--- config.mk ---
export PLATFORM = sky130hd
export DESIGN_NAME = date_time_add_seconds
export DESIGN_NICKNAME = d
export VERILOG_FILES = /design/src/rtl/dta_pkg.sv /design/src/rtl/dta_div.sv /design/src/rtl/dta_front.sv /design/src/rtl/dta_fifo.sv /design/src/rtl/dta_back.sv /design/src/rtl/date_time_add_seconds.sv
export SDC_FILE = /design/constraint.sdc
export NUM_CORES = 2
export LEC_CHECK = 0
export ABC_CLOCK_PERIOD_IN_PS = 10100
export BUFFER_PORTS_ARGS = -buffer_cell sky130_fd_sc_hd__buf_2
export CORE_MARGIN = 5
export CORE_UTILIZATION = 24
export DETAILED_ROUTE_END_ITERATION = 12
export SLEW_MARGIN = 20
export SYNTH_ARGS = -nofsm -noshare
export SYNTH_HDL_FRONTEND = slang
export SYNTH_SLANG_ARGS = --single-unit
--- constraint.sdc ---
create_clock -name clock -period 10.1 [get_ports clock]
set_input_delay 2.02 -clock clock [delete_from_list [all_inputs] [get_ports clock]]
set_output_delay 2.02 -clock clock [all_outputs]
set_load 0.05 [all_outputs]
--- src/rtl/dta_pkg.sv ---
`timescale 1ns / 1ps
`default_nettype none
// ----------------------------------------------------------------------------
// dta_pkg
// Types, constants and calendar helpers shared by the date-time adder.
// ----------------------------------------------------------------------------
package dta_pkg;

   // shared divider by a constant: pre-shift, reciprocal multiply, remainder
   localparam int DIV_BITS  = 32;
   localparam int OP_BITS   = 30;   // dividend after the power-of-two pre-shift
   localparam int MAG_BITS  = 31;
   localparam int REM_BITS  = 9;
   localparam int DAYS_BITS = 15;   // carried days stay below 2^15
   localparam int FIFO_DEPTH = 2;   // power of two

   localparam logic [REM_BITS-1:0] DIVISOR_MINUTE = 9'd60;
   localparam logic [REM_BITS-1:0] DIVISOR_DAY    = 9'd24;
   localparam logic [REM_BITS-1:0] DIVISOR_CYCLE  = 9'd400;

   // x / 60  = ((x >> 2) * ceil(2^34 / 15)) >> 34
   // x / 24  = ((x >> 3) * ceil(2^31 / 3))  >> 31
   // x / 400 = ((x >> 4) * ceil(2^33 / 25)) >> 33
   // exact for every 32-bit x
   localparam logic [MAG_BITS-1:0] MAGIC_MINUTE = 31'd1145324613;
   localparam logic [MAG_BITS-1:0] MAGIC_DAY    = 31'd715827883;
   localparam logic [MAG_BITS-1:0] MAGIC_CYCLE  = 31'd343597384;

   localparam logic [REM_BITS-1:0] CYCLE_LAST   = 9'd399;
   localparam logic [REM_BITS-1:0] CYCLE_CENT_1 = 9'd100;
   localparam logic [REM_BITS-1:0] CYCLE_CENT_2 = 9'd200;
   localparam logic [REM_BITS-1:0] CYCLE_CENT_3 = 9'd300;

   localparam logic [3:0] MONTH_DEC  = 4'd12;
   localparam logic [3:0] MONTH_WRAP = 4'd11;
   localparam logic [2:0] WEEKDAY_LAST = 3'd6;

   typedef struct packed {
      logic [15:0] start_year;
      logic [3:0]  start_month;
      logic [4:0]  start_day;
      logic [4:0]  start_hour;
      logic [5:0]  start_minute;
      logic [5:0]  start_second;
      logic [2:0]  start_weekday;
      logic [30:0] seconds_to_add;
   } req_word_type;

   typedef struct packed {
      logic [15:0] new_year;
      logic [3:0]  new_month;
      logic [4:0]  new_day;
      logic [4:0]  new_hour;
      logic [5:0]  new_minute;
      logic [5:0]  new_second;
      logic [2:0]  new_weekday;
      logic        year_overflow;
   } rsp_word_type;

   // time of day resolved, day count still to walk
   typedef struct packed {
      logic [15:0]          year;
      logic [REM_BITS-1:0]  year_r400;
      logic [3:0]           month;
      logic [4:0]           day;
      logic [4:0]           hour;
      logic [5:0]           minute;
      logic [5:0]           second;
      logic [2:0]           weekday;
      logic [DAYS_BITS-1:0] days;
   } job_type;

   typedef struct packed {
      logic                start;
      logic [DIV_BITS-1:0] dividend;
      logic [REM_BITS-1:0] divisor;
   } div_req_type;

   typedef struct packed {
      logic                done;
      logic [DIV_BITS-1:0] quotient;
      logic [REM_BITS-1:0] remainder;
   } div_rsp_type;

   typedef enum logic [2:0] {
      FR_IDLE,
      FR_SEC,
      FR_MIN,
      FR_HOUR,
      FR_YEAR,
      FR_PUSH
   } front_state_type;

   typedef enum logic {
      BK_IDLE,
      BK_WALK
   } back_state_type;

   // leap test from year mod 400
   function automatic logic is_leap(input logic [REM_BITS-1:0] r400);
      logic cent;
      cent = (r400 == CYCLE_CENT_1) || (r400 == CYCLE_CENT_2) || (r400 == CYCLE_CENT_3);
      return ((r400[1:0] == 2'd0) && !cent) || (r400 == '0);
   endfunction

   // invalid month codes are zero days long
   function automatic logic [4:0] month_len(input logic [3:0] month, input logic leap);
      logic [4:0] len;
      case (month)
         4'd1, 4'd3, 4'd5, 4'd7, 4'd8, 4'd10, 4'd12: len = 5'd31;
         4'd4, 4'd6, 4'd9, 4'd11:                   len = 5'd30;
         4'd2:                                      len = leap ? 5'd29 : 5'd28;
         default:                                   len = 5'd0;
      endcase
      return len;
   endfunction

endpackage
`default_nettype wire

--- src/rtl/dta_div.sv ---
`timescale 1ns / 1ps
`default_nettype none
// ----------------------------------------------------------------------------
// dta_div
// Divider by 60, 24 or 400: pre-shift and reciprocal multiply, then the
// remainder; done pulses with the registered remainder.
// ----------------------------------------------------------------------------
module dta_div (
   input  wire logic                 clock,
   input  wire logic                 reset,
   input  wire dta_pkg::div_req_type div_req,
   output dta_pkg::div_rsp_type      div_rsp
);

   localparam int PROD_BITS = dta_pkg::OP_BITS + dta_pkg::MAG_BITS;

   logic                            mul_ff, mul_in;   // operands loaded
   logic                            fix_ff, fix_in;   // quotient ready
   logic                            done_ff, done_in;
   logic [dta_pkg::OP_BITS-1:0]     op_ff, op_in;
   logic [dta_pkg::MAG_BITS-1:0]    mag_ff, mag_in;
   logic [dta_pkg::REM_BITS-1:0]    dvd_lo_ff, dvd_lo_in;
   logic [dta_pkg::REM_BITS-1:0]    dsr_ff, dsr_in;
   logic [dta_pkg::DIV_BITS-1:0]    quo_ff, quo_in;
   logic [dta_pkg::REM_BITS-1:0]    rem_ff, rem_in;

   logic [PROD_BITS-1:0]            prod;
   logic [2*dta_pkg::REM_BITS-1:0]  back_mul;

   assign prod     = op_ff * mag_ff;
   assign back_mul = quo_ff[dta_pkg::REM_BITS-1:0] * dsr_ff;

   always_comb begin
      mul_in    = div_req.start;
      fix_in    = mul_ff;
      done_in   = fix_ff;
      op_in     = op_ff;
      mag_in    = mag_ff;
      dvd_lo_in = dvd_lo_ff;
      dsr_in    = dsr_ff;
      quo_in    = quo_ff;
      rem_in    = rem_ff;
      if (div_req.start) begin
         // strip the power-of-two factor of the divisor first
         dvd_lo_in = div_req.dividend[dta_pkg::REM_BITS-1:0];
         dsr_in    = div_req.divisor;
         case (div_req.divisor)
            dta_pkg::DIVISOR_DAY: begin
               op_in  = dta_pkg::OP_BITS'(div_req.dividend >> 3);
               mag_in = dta_pkg::MAGIC_DAY;
            end
            dta_pkg::DIVISOR_CYCLE: begin
               op_in  = dta_pkg::OP_BITS'(div_req.dividend >> 4);
               mag_in = dta_pkg::MAGIC_CYCLE;
            end
            default: begin
               op_in  = dta_pkg::OP_BITS'(div_req.dividend >> 2);
               mag_in = dta_pkg::MAGIC_MINUTE;
            end
         endcase
      end
      if (mul_ff) begin
         case (dsr_ff)
            dta_pkg::DIVISOR_DAY:   quo_in = dta_pkg::DIV_BITS'(prod >> 31);
            dta_pkg::DIVISOR_CYCLE: quo_in = dta_pkg::DIV_BITS'(prod >> 33);
            default:                quo_in = dta_pkg::DIV_BITS'(prod >> 34);
         endcase
      end
      if (fix_ff) begin
         // remainder is below 512, so the low nine bits of the difference do
         rem_in = dvd_lo_ff - back_mul[dta_pkg::REM_BITS-1:0];
      end
   end

   always_ff @(posedge clock) begin
      if (reset) begin
         mul_ff  <= 1'b0;
         fix_ff  <= 1'b0;
         done_ff <= 1'b0;
      end else begin
         mul_ff  <= mul_in;
         fix_ff  <= fix_in;
         done_ff <= done_in;
      end
   end

   always_ff @(posedge clock) begin
      op_ff     <= op_in;
      mag_ff    <= mag_in;
      dvd_lo_ff <= dvd_lo_in;
      dsr_ff    <= dsr_in;
      quo_ff    <= quo_in;
      rem_ff    <= rem_in;
   end

   assign div_rsp.done      = done_ff;
   assign div_rsp.quotient  = quo_ff;
   assign div_rsp.remainder = rem_ff;

endmodule
`default_nettype wire

--- src/rtl/dta_front.sv ---
`timescale 1ns / 1ps
`default_nettype none
// ----------------------------------------------------------------------------
// dta_front
// Takes a request word, resolves seconds/minutes/hours and the carried day
// count, finds year mod 400, and queues a job for the day walker.
// ----------------------------------------------------------------------------
module dta_front #(
   parameter int YEAR_BITS = 16
) (
   input  wire logic                  clock,
   input  wire logic                  reset,
   input  wire logic                  req_valid,
   output logic                       req_ready,
   input  wire dta_pkg::req_word_type req_word,
   output dta_pkg::div_req_type       div_req,
   input  wire dta_pkg::div_rsp_type  div_rsp,
   output logic                       push,
   output dta_pkg::job_type           push_job,
   input  wire logic                  fifo_full
);

   localparam logic [15:0] YEAR_MASK16 = (YEAR_BITS >= 16) ? 16'hFFFF :
      16'((32'd1 << YEAR_BITS) - 32'd1);

   dta_pkg::front_state_type state_ff, state_in;

   dta_pkg::req_word_type           item_ff, item_in;
   logic [5:0]                      sec_ff, sec_in;
   logic [5:0]                      min_ff, min_in;
   logic [4:0]                      hour_ff, hour_in;
   logic [dta_pkg::DAYS_BITS-1:0]   days_ff, days_in;
   logic [dta_pkg::REM_BITS-1:0]    r400_ff, r400_in;
   logic [15:0]                     year_red;

   assign year_red = item_ff.start_year & YEAR_MASK16;

   // next state
   always_comb begin
      state_in = state_ff;
      case (state_ff)
         dta_pkg::FR_IDLE: if (req_valid)    state_in = dta_pkg::FR_SEC;
         dta_pkg::FR_SEC:  if (div_rsp.done) state_in = dta_pkg::FR_MIN;
         dta_pkg::FR_MIN:  if (div_rsp.done) state_in = dta_pkg::FR_HOUR;
         dta_pkg::FR_HOUR: if (div_rsp.done) state_in = dta_pkg::FR_YEAR;
         dta_pkg::FR_YEAR: if (div_rsp.done) state_in = dta_pkg::FR_PUSH;
         dta_pkg::FR_PUSH: if (!fifo_full)   state_in = dta_pkg::FR_IDLE;
         default:                            state_in = dta_pkg::FR_IDLE;
      endcase
   end

   // outputs: each divide result but the last launches the next divide
   always_comb begin
      req_ready        = 1'b0;
      push             = 1'b0;
      div_req.start    = 1'b0;
      div_req.dividend = '0;
      div_req.divisor  = dta_pkg::DIVISOR_MINUTE;
      case (state_ff)
         dta_pkg::FR_IDLE: begin
            req_ready        = 1'b1;
            div_req.start    = req_valid;
            div_req.dividend = dta_pkg::DIV_BITS'(req_word.start_second) +
                               dta_pkg::DIV_BITS'(req_word.seconds_to_add);
         end
         dta_pkg::FR_SEC: begin
            div_req.start    = div_rsp.done;
            div_req.dividend = dta_pkg::DIV_BITS'(item_ff.start_minute) + div_rsp.quotient;
         end
         dta_pkg::FR_MIN: begin
            div_req.start    = div_rsp.done;
            div_req.dividend = dta_pkg::DIV_BITS'(item_ff.start_hour) + div_rsp.quotient;
            div_req.divisor  = dta_pkg::DIVISOR_DAY;
         end
         dta_pkg::FR_HOUR: begin
            div_req.start    = div_rsp.done;
            div_req.dividend = dta_pkg::DIV_BITS'(year_red);
            div_req.divisor  = dta_pkg::DIVISOR_CYCLE;
         end
         dta_pkg::FR_YEAR: begin
         end
         dta_pkg::FR_PUSH: begin
            push = !fifo_full;
         end
         default: begin
         end
      endcase
   end

   always_comb begin
      item_in = item_ff;
      sec_in  = sec_ff;
      min_in  = min_ff;
      hour_in = hour_ff;
      days_in = days_ff;
      r400_in = r400_ff;
      if ((state_ff == dta_pkg::FR_IDLE) && req_valid) item_in = req_word;
      if (div_rsp.done) begin
         if (state_ff == dta_pkg::FR_SEC) sec_in = div_rsp.remainder[5:0];
         if (state_ff == dta_pkg::FR_MIN) min_in = div_rsp.remainder[5:0];
         if (state_ff == dta_pkg::FR_HOUR) begin
            hour_in = div_rsp.remainder[4:0];
            days_in = div_rsp.quotient[dta_pkg::DAYS_BITS-1:0];
         end
         if (state_ff == dta_pkg::FR_YEAR) r400_in = div_rsp.remainder;
      end
   end

   always_ff @(posedge clock) begin
      if (reset) begin
         state_ff <= dta_pkg::FR_IDLE;
      end else begin
         state_ff <= state_in;
      end
   end

   always_ff @(posedge clock) begin
      item_ff <= item_in;
      sec_ff  <= sec_in;
      min_ff  <= min_in;
      hour_ff <= hour_in;
      days_ff <= days_in;
      r400_ff <= r400_in;
   end

   always_comb begin
      push_job.year      = year_red;
      push_job.year_r400 = r400_ff;
      push_job.month     = item_ff.start_month;
      push_job.day       = item_ff.start_day;
      push_job.hour      = hour_ff;
      push_job.minute    = min_ff;
      push_job.second    = sec_ff;
      push_job.weekday   = item_ff.start_weekday;
      push_job.days      = days_ff;
   end

endmodule
`default_nettype wire

--- src/rtl/dta_fifo.sv ---
`timescale 1ns / 1ps
`default_nettype none
// ----------------------------------------------------------------------------
// dta_fifo
// Short job queue between the front end and the day walker.
// ----------------------------------------------------------------------------
module dta_fifo (
   input  wire logic             clock,
   input  wire logic             reset,
   input  wire logic             push,
   input  wire dta_pkg::job_type push_job,
   output logic                  full,
   input  wire logic             pop,
   output dta_pkg::job_type      pop_job,
   output logic                  not_empty
);

   localparam int PTR_BITS = $clog2(dta_pkg::FIFO_DEPTH);
   localparam int CNT_BITS = $clog2(dta_pkg::FIFO_DEPTH + 1);

   dta_pkg::job_type     entry_ff [dta_pkg::FIFO_DEPTH];
   logic [PTR_BITS-1:0]  wr_ptr_ff, wr_ptr_in;
   logic [PTR_BITS-1:0]  rd_ptr_ff, rd_ptr_in;
   logic [CNT_BITS-1:0]  count_ff, count_in;

   assign full      = count_ff == CNT_BITS'(dta_pkg::FIFO_DEPTH);
   assign not_empty = count_ff != '0;
   assign pop_job   = entry_ff[rd_ptr_ff];

   always_comb begin
      wr_ptr_in = push ? PTR_BITS'(wr_ptr_ff + 1'b1) : wr_ptr_ff;
      rd_ptr_in = pop  ? PTR_BITS'(rd_ptr_ff + 1'b1) : rd_ptr_ff;
      count_in  = count_ff;
      if (push && !pop) count_in = count_ff + 1'b1;
      if (pop && !push) count_in = count_ff - 1'b1;
   end

   always_ff @(posedge clock) begin
      if (reset) begin
         wr_ptr_ff <= '0;
         rd_ptr_ff <= '0;
         count_ff  <= '0;
      end else begin
         wr_ptr_ff <= wr_ptr_in;
         rd_ptr_ff <= rd_ptr_in;
         count_ff  <= count_in;
      end
   end

   always_ff @(posedge clock) begin
      if (push) entry_ff[wr_ptr_ff] <= push_job;
   end

endmodule
`default_nettype wire

--- src/rtl/dta_back.sv ---
`timescale 1ns / 1ps
`default_nettype none
// ----------------------------------------------------------------------------
// dta_back
// Day walker: steps the date one day per cycle, then loads the output word.
// ----------------------------------------------------------------------------
module dta_back #(
   parameter int YEAR_BITS = 16
) (
   input  wire logic             clock,
   input  wire logic             reset,
   input  wire logic             job_valid,
   input  wire dta_pkg::job_type job,
   output logic                  pop,
   output logic                  rsp_valid,
   input  wire logic             rsp_ready,
   output dta_pkg::rsp_word_type rsp_word
);

   dta_pkg::back_state_type state_ff, state_in;

   logic [YEAR_BITS-1:0]          year_ff, year_in;
   logic [dta_pkg::REM_BITS-1:0]  r400_ff, r400_in;
   logic [3:0]                    month_ff, month_in;
   logic [4:0]                    day_ff, day_in;
   logic [2:0]                    wday_ff, wday_in;
   logic [dta_pkg::DAYS_BITS-1:0] days_ff, days_in;
   logic                          ovf_ff, ovf_in;
   logic [4:0]                    hour_ff, hour_in;
   logic [5:0]                    min_ff, min_in;
   logic [5:0]                    sec_ff, sec_in;

   logic                          rsp_valid_ff, rsp_valid_in;
   dta_pkg::rsp_word_type         rsp_word_ff, rsp_word_in;

   logic       step;
   logic       emit;
   logic [4:0] len;
   logic [5:0] day_inc;
   logic       past_end;
   logic       year_last;

   // next state
   always_comb begin
      state_in = state_ff;
      case (state_ff)
         dta_pkg::BK_IDLE: if (job_valid) state_in = dta_pkg::BK_WALK;
         dta_pkg::BK_WALK: if (emit)      state_in = dta_pkg::BK_IDLE;
         default:                         state_in = dta_pkg::BK_IDLE;
      endcase
   end

   // outputs
   always_comb begin
      pop  = 1'b0;
      step = 1'b0;
      emit = 1'b0;
      case (state_ff)
         dta_pkg::BK_IDLE: pop = job_valid;
         dta_pkg::BK_WALK: begin
            step = days_ff != '0;
            emit = (days_ff == '0) && (!rsp_valid_ff || rsp_ready);
         end
         default: begin
         end
      endcase
   end

   assign len       = dta_pkg::month_len(month_ff, dta_pkg::is_leap(r400_ff));
   assign day_inc   = {1'b0, day_ff} + 6'd1;
   assign past_end  = day_inc > {1'b0, len};
   assign year_last = year_ff == {YEAR_BITS{1'b1}};

   always_comb begin
      year_in  = year_ff;
      r400_in  = r400_ff;
      month_in = month_ff;
      day_in   = day_ff;
      wday_in  = wday_ff;
      days_in  = days_ff;
      ovf_in   = ovf_ff;
      hour_in  = hour_ff;
      min_in   = min_ff;
      sec_in   = sec_ff;
      if (pop) begin
         year_in  = YEAR_BITS'(job.year);
         r400_in  = job.year_r400;
         month_in = job.month;
         day_in   = job.day;
         // weekday seven counts as weekday zero
         wday_in  = (job.weekday > dta_pkg::WEEKDAY_LAST) ? 3'd0 : job.weekday;
         days_in  = job.days;
         ovf_in   = 1'b0;
         hour_in  = job.hour;
         min_in   = job.minute;
         sec_in   = job.second;
      end else if (step) begin
         days_in = days_ff - 1'b1;
         wday_in = (wday_ff == dta_pkg::WEEKDAY_LAST) ? 3'd0 : wday_ff + 3'd1;
         if (past_end) begin
            day_in = 5'd1;
            if (month_ff >= dta_pkg::MONTH_DEC) begin
               // December and invalid high codes carry into the next year
               month_in = month_ff - dta_pkg::MONTH_WRAP;
               if (year_last) begin
                  year_in = '0;
                  r400_in = '0;
                  ovf_in  = 1'b1;
               end else begin
                  year_in = year_ff + 1'b1;
                  r400_in = (r400_ff == dta_pkg::CYCLE_LAST) ? '0 : r400_ff + 1'b1;
               end
            end else begin
               month_in = month_ff + 4'd1;
            end
         end else begin
            day_in = day_inc[4:0];
         end
      end
   end

   always_comb begin
      rsp_valid_in = emit | (rsp_valid_ff & !rsp_ready);
      rsp_word_in  = rsp_word_ff;
      if (emit) begin
         rsp_word_in.new_year      = 16'(year_ff);
         rsp_word_in.new_month     = month_ff;
         rsp_word_in.new_day       = day_ff;
         rsp_word_in.new_hour      = hour_ff;
         rsp_word_in.new_minute    = min_ff;
         rsp_word_in.new_second    = sec_ff;
         rsp_word_in.new_weekday   = wday_ff;
         rsp_word_in.year_overflow = ovf_ff;
      end
   end

   always_ff @(posedge clock) begin
      if (reset) begin
         state_ff     <= dta_pkg::BK_IDLE;
         rsp_valid_ff <= 1'b0;
      end else begin
         state_ff     <= state_in;
         rsp_valid_ff <= rsp_valid_in;
      end
   end

   always_ff @(posedge clock) begin
      year_ff     <= year_in;
      r400_ff     <= r400_in;
      month_ff    <= month_in;
      day_ff      <= day_in;
      wday_ff     <= wday_in;
      days_ff     <= days_in;
      ovf_ff      <= ovf_in;
      hour_ff     <= hour_in;
      min_ff      <= min_in;
      sec_ff      <= sec_in;
      rsp_word_ff <= rsp_word_in;
   end

   assign rsp_valid = rsp_valid_ff;
   assign rsp_word  = rsp_word_ff;

endmodule
`default_nettype wire

--- src/rtl/date_time_add_seconds.sv ---
`timescale 1ns / 1ps
`default_nettype none
// Front end: four passes of one shared constant divider (sec, min, hour,
//   year mod 400) plus capture and push; it takes no new word until its job is pushed.
// Back end: one day per cycle in the day walker; it pops the next job once a word is emitted.
// A 2-entry queue decouples the front end and the back end.
// Reset: synchronous, active high; clears all control state, no pending words.
// ----------------------------------------------------------------------------
// date_time_add_seconds
// Adds a second count to a Gregorian date-time, with weekday and year wrap.
// ----------------------------------------------------------------------------
module date_time_add_seconds #(
   parameter int YEAR_BITS = 16      // year storage width, 12 to 32
) (
   input  wire logic                  clock,
   input  wire logic                  reset,
   input  wire logic                  req_valid,
   output logic                       req_ready,
   input  wire dta_pkg::req_word_type req_word,
   output logic                       rsp_valid,
   input  wire logic                  rsp_ready,
   output dta_pkg::rsp_word_type      rsp_word
);

   dta_pkg::div_req_type div_req;
   dta_pkg::div_rsp_type div_rsp;
   dta_pkg::job_type     push_job;
   dta_pkg::job_type     pop_job;
   logic                 push;
   logic                 pop;
   logic                 fifo_full;
   logic                 job_valid;

   // Front end: request capture, then sec/min/hour carries by division by 60,
   // 60 and 24 and the leap-cycle position (year mod 400), all on one divider.
   dta_front #(
      .YEAR_BITS (YEAR_BITS)
   ) u_front (
      .clock     (clock),
      .reset     (reset),
      .req_valid (req_valid),
      .req_ready (req_ready),
      .req_word  (req_word),
      .div_req   (div_req),
      .div_rsp   (div_rsp),
      .push      (push),
      .push_job  (push_job),
      .fifo_full (fifo_full)
   );

   // Shared divider by a constant: reciprocal multiply, then the remainder.
   dta_div u_div (
      .clock   (clock),
      .reset   (reset),
      .div_req (div_req),
      .div_rsp (div_rsp)
   );

   // Job queue: lets the front resolve the next word while days are walked.
   dta_fifo u_fifo (
      .clock     (clock),
      .reset     (reset),
      .push      (push),
      .push_job  (push_job),
      .full      (fifo_full),
      .pop       (pop),
      .pop_job   (pop_job),
      .not_empty (job_valid)
   );

   // Day walker with the response register; a finished word waits there while
   // the walker already takes the next job.
   dta_back #(
      .YEAR_BITS (YEAR_BITS)
   ) u_back (
      .clock     (clock),
      .reset     (reset),
      .job_valid (job_valid),
      .job       (pop_job),
      .pop       (pop),
      .rsp_valid (rsp_valid),
      .rsp_ready (rsp_ready),
      .rsp_word  (rsp_word)
   );

endmodule
`default_nettype wire

==> flow_metrics.tcl <==
set metrics [dict create \
    outcome "finished clean" \
    postRouteAntennaNets 0 \
    initial_utilization_pct 24.1 \
    r2r_setup_slack_ns 1.32 \
    ff_latch_area_sq_um 12900 \
    cp.required_ns 10.43 \
    period_needed_ns 8.78 \
    slew_viol_final 0 \
    cp-end-kind "flip-flop" \
    dp_hpwl_um 112000 \
    rows 155 \
    wl_per_cell_um 20.6 \
    reg2reg_from "u_div.mag_ff[29]$_DFFE_PP_" \
    min_path_type "flip-flop to flip-flop" \
    die_area_sq_um 188000 \
    antenna_found_initial 15 \
    io_buffers 127 \
    drt-initial-drc-count 2439 \
    vias_per_cell 4.44 \
    ios 128 \
    finClkSkew_ns 0.0562 \
    worstSetupPathType "flip-flop to flip-flop" \
    reg2reg_depth 27 \
    cp-start-kind "flip-flop" \
    hold_buffers 0 \
    clk_latency_ns 0.61 \
    yosys_warnings 0 \
    root_buffer "clkbuf_16" \
    grt_pass1_wl_um 196000 \
    max_slew_margin_pct 18.6 \
    area_growth_pct 12.4 \
    grt_pass1_vias 30081 \
    synth-async-reset-ratio_pct 0 \
    vias 28557 \
    postCtsSetupRepairBufs 0 \
    htree_num_levels 2 \
    setup_viol 0 \
    cp_max_fo 38 \
    arrival_ns 9.12 \
    setup_tns_ns 0 \
    grt_start_max_net_pins 66 \
    ys_seq_area_share_pct 29.9 \
    fin_nets 5151 \
    grt.total_usage_pct 14.0 \
    fillers 18514 \
    min-delay-start "u_div.rem_ff[8]$_DFFE_PP_" \
    finalWeightedCongestion 0.964 \
    cts_tree "done" \
    die_width_um 433 \
    synth_fp_nets 5015 \
    rsz0062_at_grt "false" \
    synth_edf_count 419 \
    core-area_sq_um 178000 \
    synth_top_flop_cell "edfxtp_1" \
    grt-ovfl-total 0 \
    yosys.area.top_type_share_pct 29.3 \
    clock_sinks 433 \
    totalWireLength_um 133000 \
    ys_types 68 \
    hold_path_depth 0 \
    yosysMostFrequentCell "inv_1" \
    synthCells 3893 \
    postSynthAreaPerCell_sq_um 11.0 \
    multi_input_area_sq_um 26300 \
    reg2reg_to "u_div.quo_ff[24]$_DFFE_PP_" \
    drive_gt1_share_pct 7.30 \
    worst_pin_slew_ns 1.22 \
    min_to "u_front.r400_ff[8]$_DFFE_PP_" \
    maxCapViolations 0 \
    fin_crit_sh_pct 87.0 \
    route.detailed.drc 0 \
    clockBufferDepth 3 \
    cts_buffers 49 \
    syn_area_sq_um 43000 \
    critPathLaunch "u_div.mag_ff[29]$_DFFE_PP_" \
    yosys_register_bits 433 \
    hold_violations 0 \
    clk_pin_slew_ns 0.06 \
    die_y_um 433 \
    cts_resized 0 \
    drtPass1Iterations 6 \
    synthTopCellsByArea "edfxtp_1 29%, fa_1 29%, ha_1 12%, inv_1 8.1%, nand2_1 2.3%" \
    synth.largest_area_cell "edfxtp_1" \
    synth_common_cells "930 x inv_1, 619 x fa_1, 423 x ha_1, 419 x edfxtp_1, 262 x nand2_1" \
    fmax_mhz 114 \
]
metal layers:
layer | vias up | GRT usage [%] | wire [um]
li1 | 12885 | - | -
met1 | 14465 | 19.2 | 58100
met2 | 1020 | 23.3 | 61600
met3 | 181 | 2.36 | 9470
met4 | 6 | 3.07 | 3270
met5 | - | 0 | 41
cell type report:
cell class	instances	area share, %
Multi-Input combinational cell	2444	54.5
Sequential cell	433	26.6
Inverter	934	7.26
Tap cell	2355	6.10
Clock buffer	56	2.59
Timing Repair Buffer	167	1.99
Clock inverter	35	0.888
Antenna cell	7	0.0363
worst max path at each step:
| stage | end | cells after the start | slack, ns |
|---|---|---|---|
| 2_1_floorplan | u_div.quo_ff[21]$_DFFE_PP_ | 27 | 2.24 |
| 3_3_place_gp | u_div.quo_ff[25]$_DFFE_PP_ | 28 | 1.44 |
| 3_5_place_dp | u_div.quo_ff[25]$_DFFE_PP_ | 29 | 1.47 |
| 4_1_cts | u_div.quo_ff[24]$_DFFE_PP_ | 25 | 1.43 |
| 5_1_grt | u_div.quo_ff[25]$_DFFE_PP_ | 25 | 1.05 |
| 6_report | u_div.quo_ff[24]$_DFFE_PP_ | 27 | 1.32 |
through the flow:
| stage | utilization (%) | hold slack [ns] | setup slack (ns) | instance area [sq um] | cells |
|---|---|---|---|---|---|
| floorplan | - | 0.400 | 2.24 | 43000 | 3893 |
| global placement | 26.2 | 0.400 | 1.44 | 46600 | 6332 |
| detailed placement | 26.2 | 0.405 | 1.47 | 46600 | 6332 |
| CTS | 27.1 | 0.413 | 1.43 | 48300 | 6423 |
| global route | 27.1 | 0.426 | 1.05 | 48300 | 6426 |
| finish | 27.1 | 0.412 | 1.32 | 48300 | 6431 |
worst max-delay path, stage by stage (launching register included):
cell	delay, ns
edfxtp_1	0.41
buf_12	0.21
nand2_1	0.21
clkinv_1	0.34
xnor2_1	0.67
xnor2_1	0.18
fa_1	0.60
inv_1	0.08
fa_1	0.51
fa_1	0.42
inv_1	0.09
fa_1	0.43
fa_1	0.50
fa_1	0.49
inv_1	0.11
fa_1	0.50
inv_1	0.04
ha_1	0.33
a21oi_1	0.31
o21ai_0	0.16
o211ai_1	0.20
o221ai_1	0.30
o211ai_1	0.36
a31oi_1	0.18
a21oi_1	0.26
o21bai_1	0.10
xnor2_1	0.27
o221ai_1	0.17
flip-flops by register name (all words and copies together) (netlist names), 15 cells and up, named ones only:
name / cells
u_fifo.entry_ff: 138
u_back.rsp_word: 46
u_div.op_ff: 30
u_div.quo_ff: 30
u_back.year_ff: 16
u_front.year_red: 16
u_back.days_ff: 15
u_front.days_ff: 15
kinds of logic (layout without fill, tap and decap cells):
| kind of cell | after synthesis | after routing | synth area share, % |
|---|---|---|---|
| and+or+nand+nor | 717 | 717 | 8.02 |
| xor gates and xnor gates | 178 | 178 | 3.63 |
| AOI/OAI and AO/OA | 434 | 434 | 6.62 |
| DFF | 433 | 433 | 29.9 |
| other | 0 | 7 | 0 |
| buffers and inverters | 1016 | 1192 | 8.88 |
| muxes | 73 | 73 | 1.77 |
| adders and majority gates | 1042 | 1042 | 41.2 |
cells in the final DEF, fill, tap and decap left out, drive strengths merged, types with 16 or more instances in the layout:
cell    instances
mux2i          50
xnor2         103
a22oi          20
o22ai          32
nor2          129
nor2b          26
clkinv         20
and2           86
nor3           35
xor2           75
nand3          52
a211oi         16
nand2         262
fa            619
a21o           37
nand2b         23
edfxtp        419
clkbuf         56
nand4          28
a21oi         128
buf           167
o21ai          81
ha            423
inv           936
and3           31
mux2           23
Power is left out: the tool's default activity adds up to more than one toggle a clock period on the data nets, which glitch-free logic cannot reach.
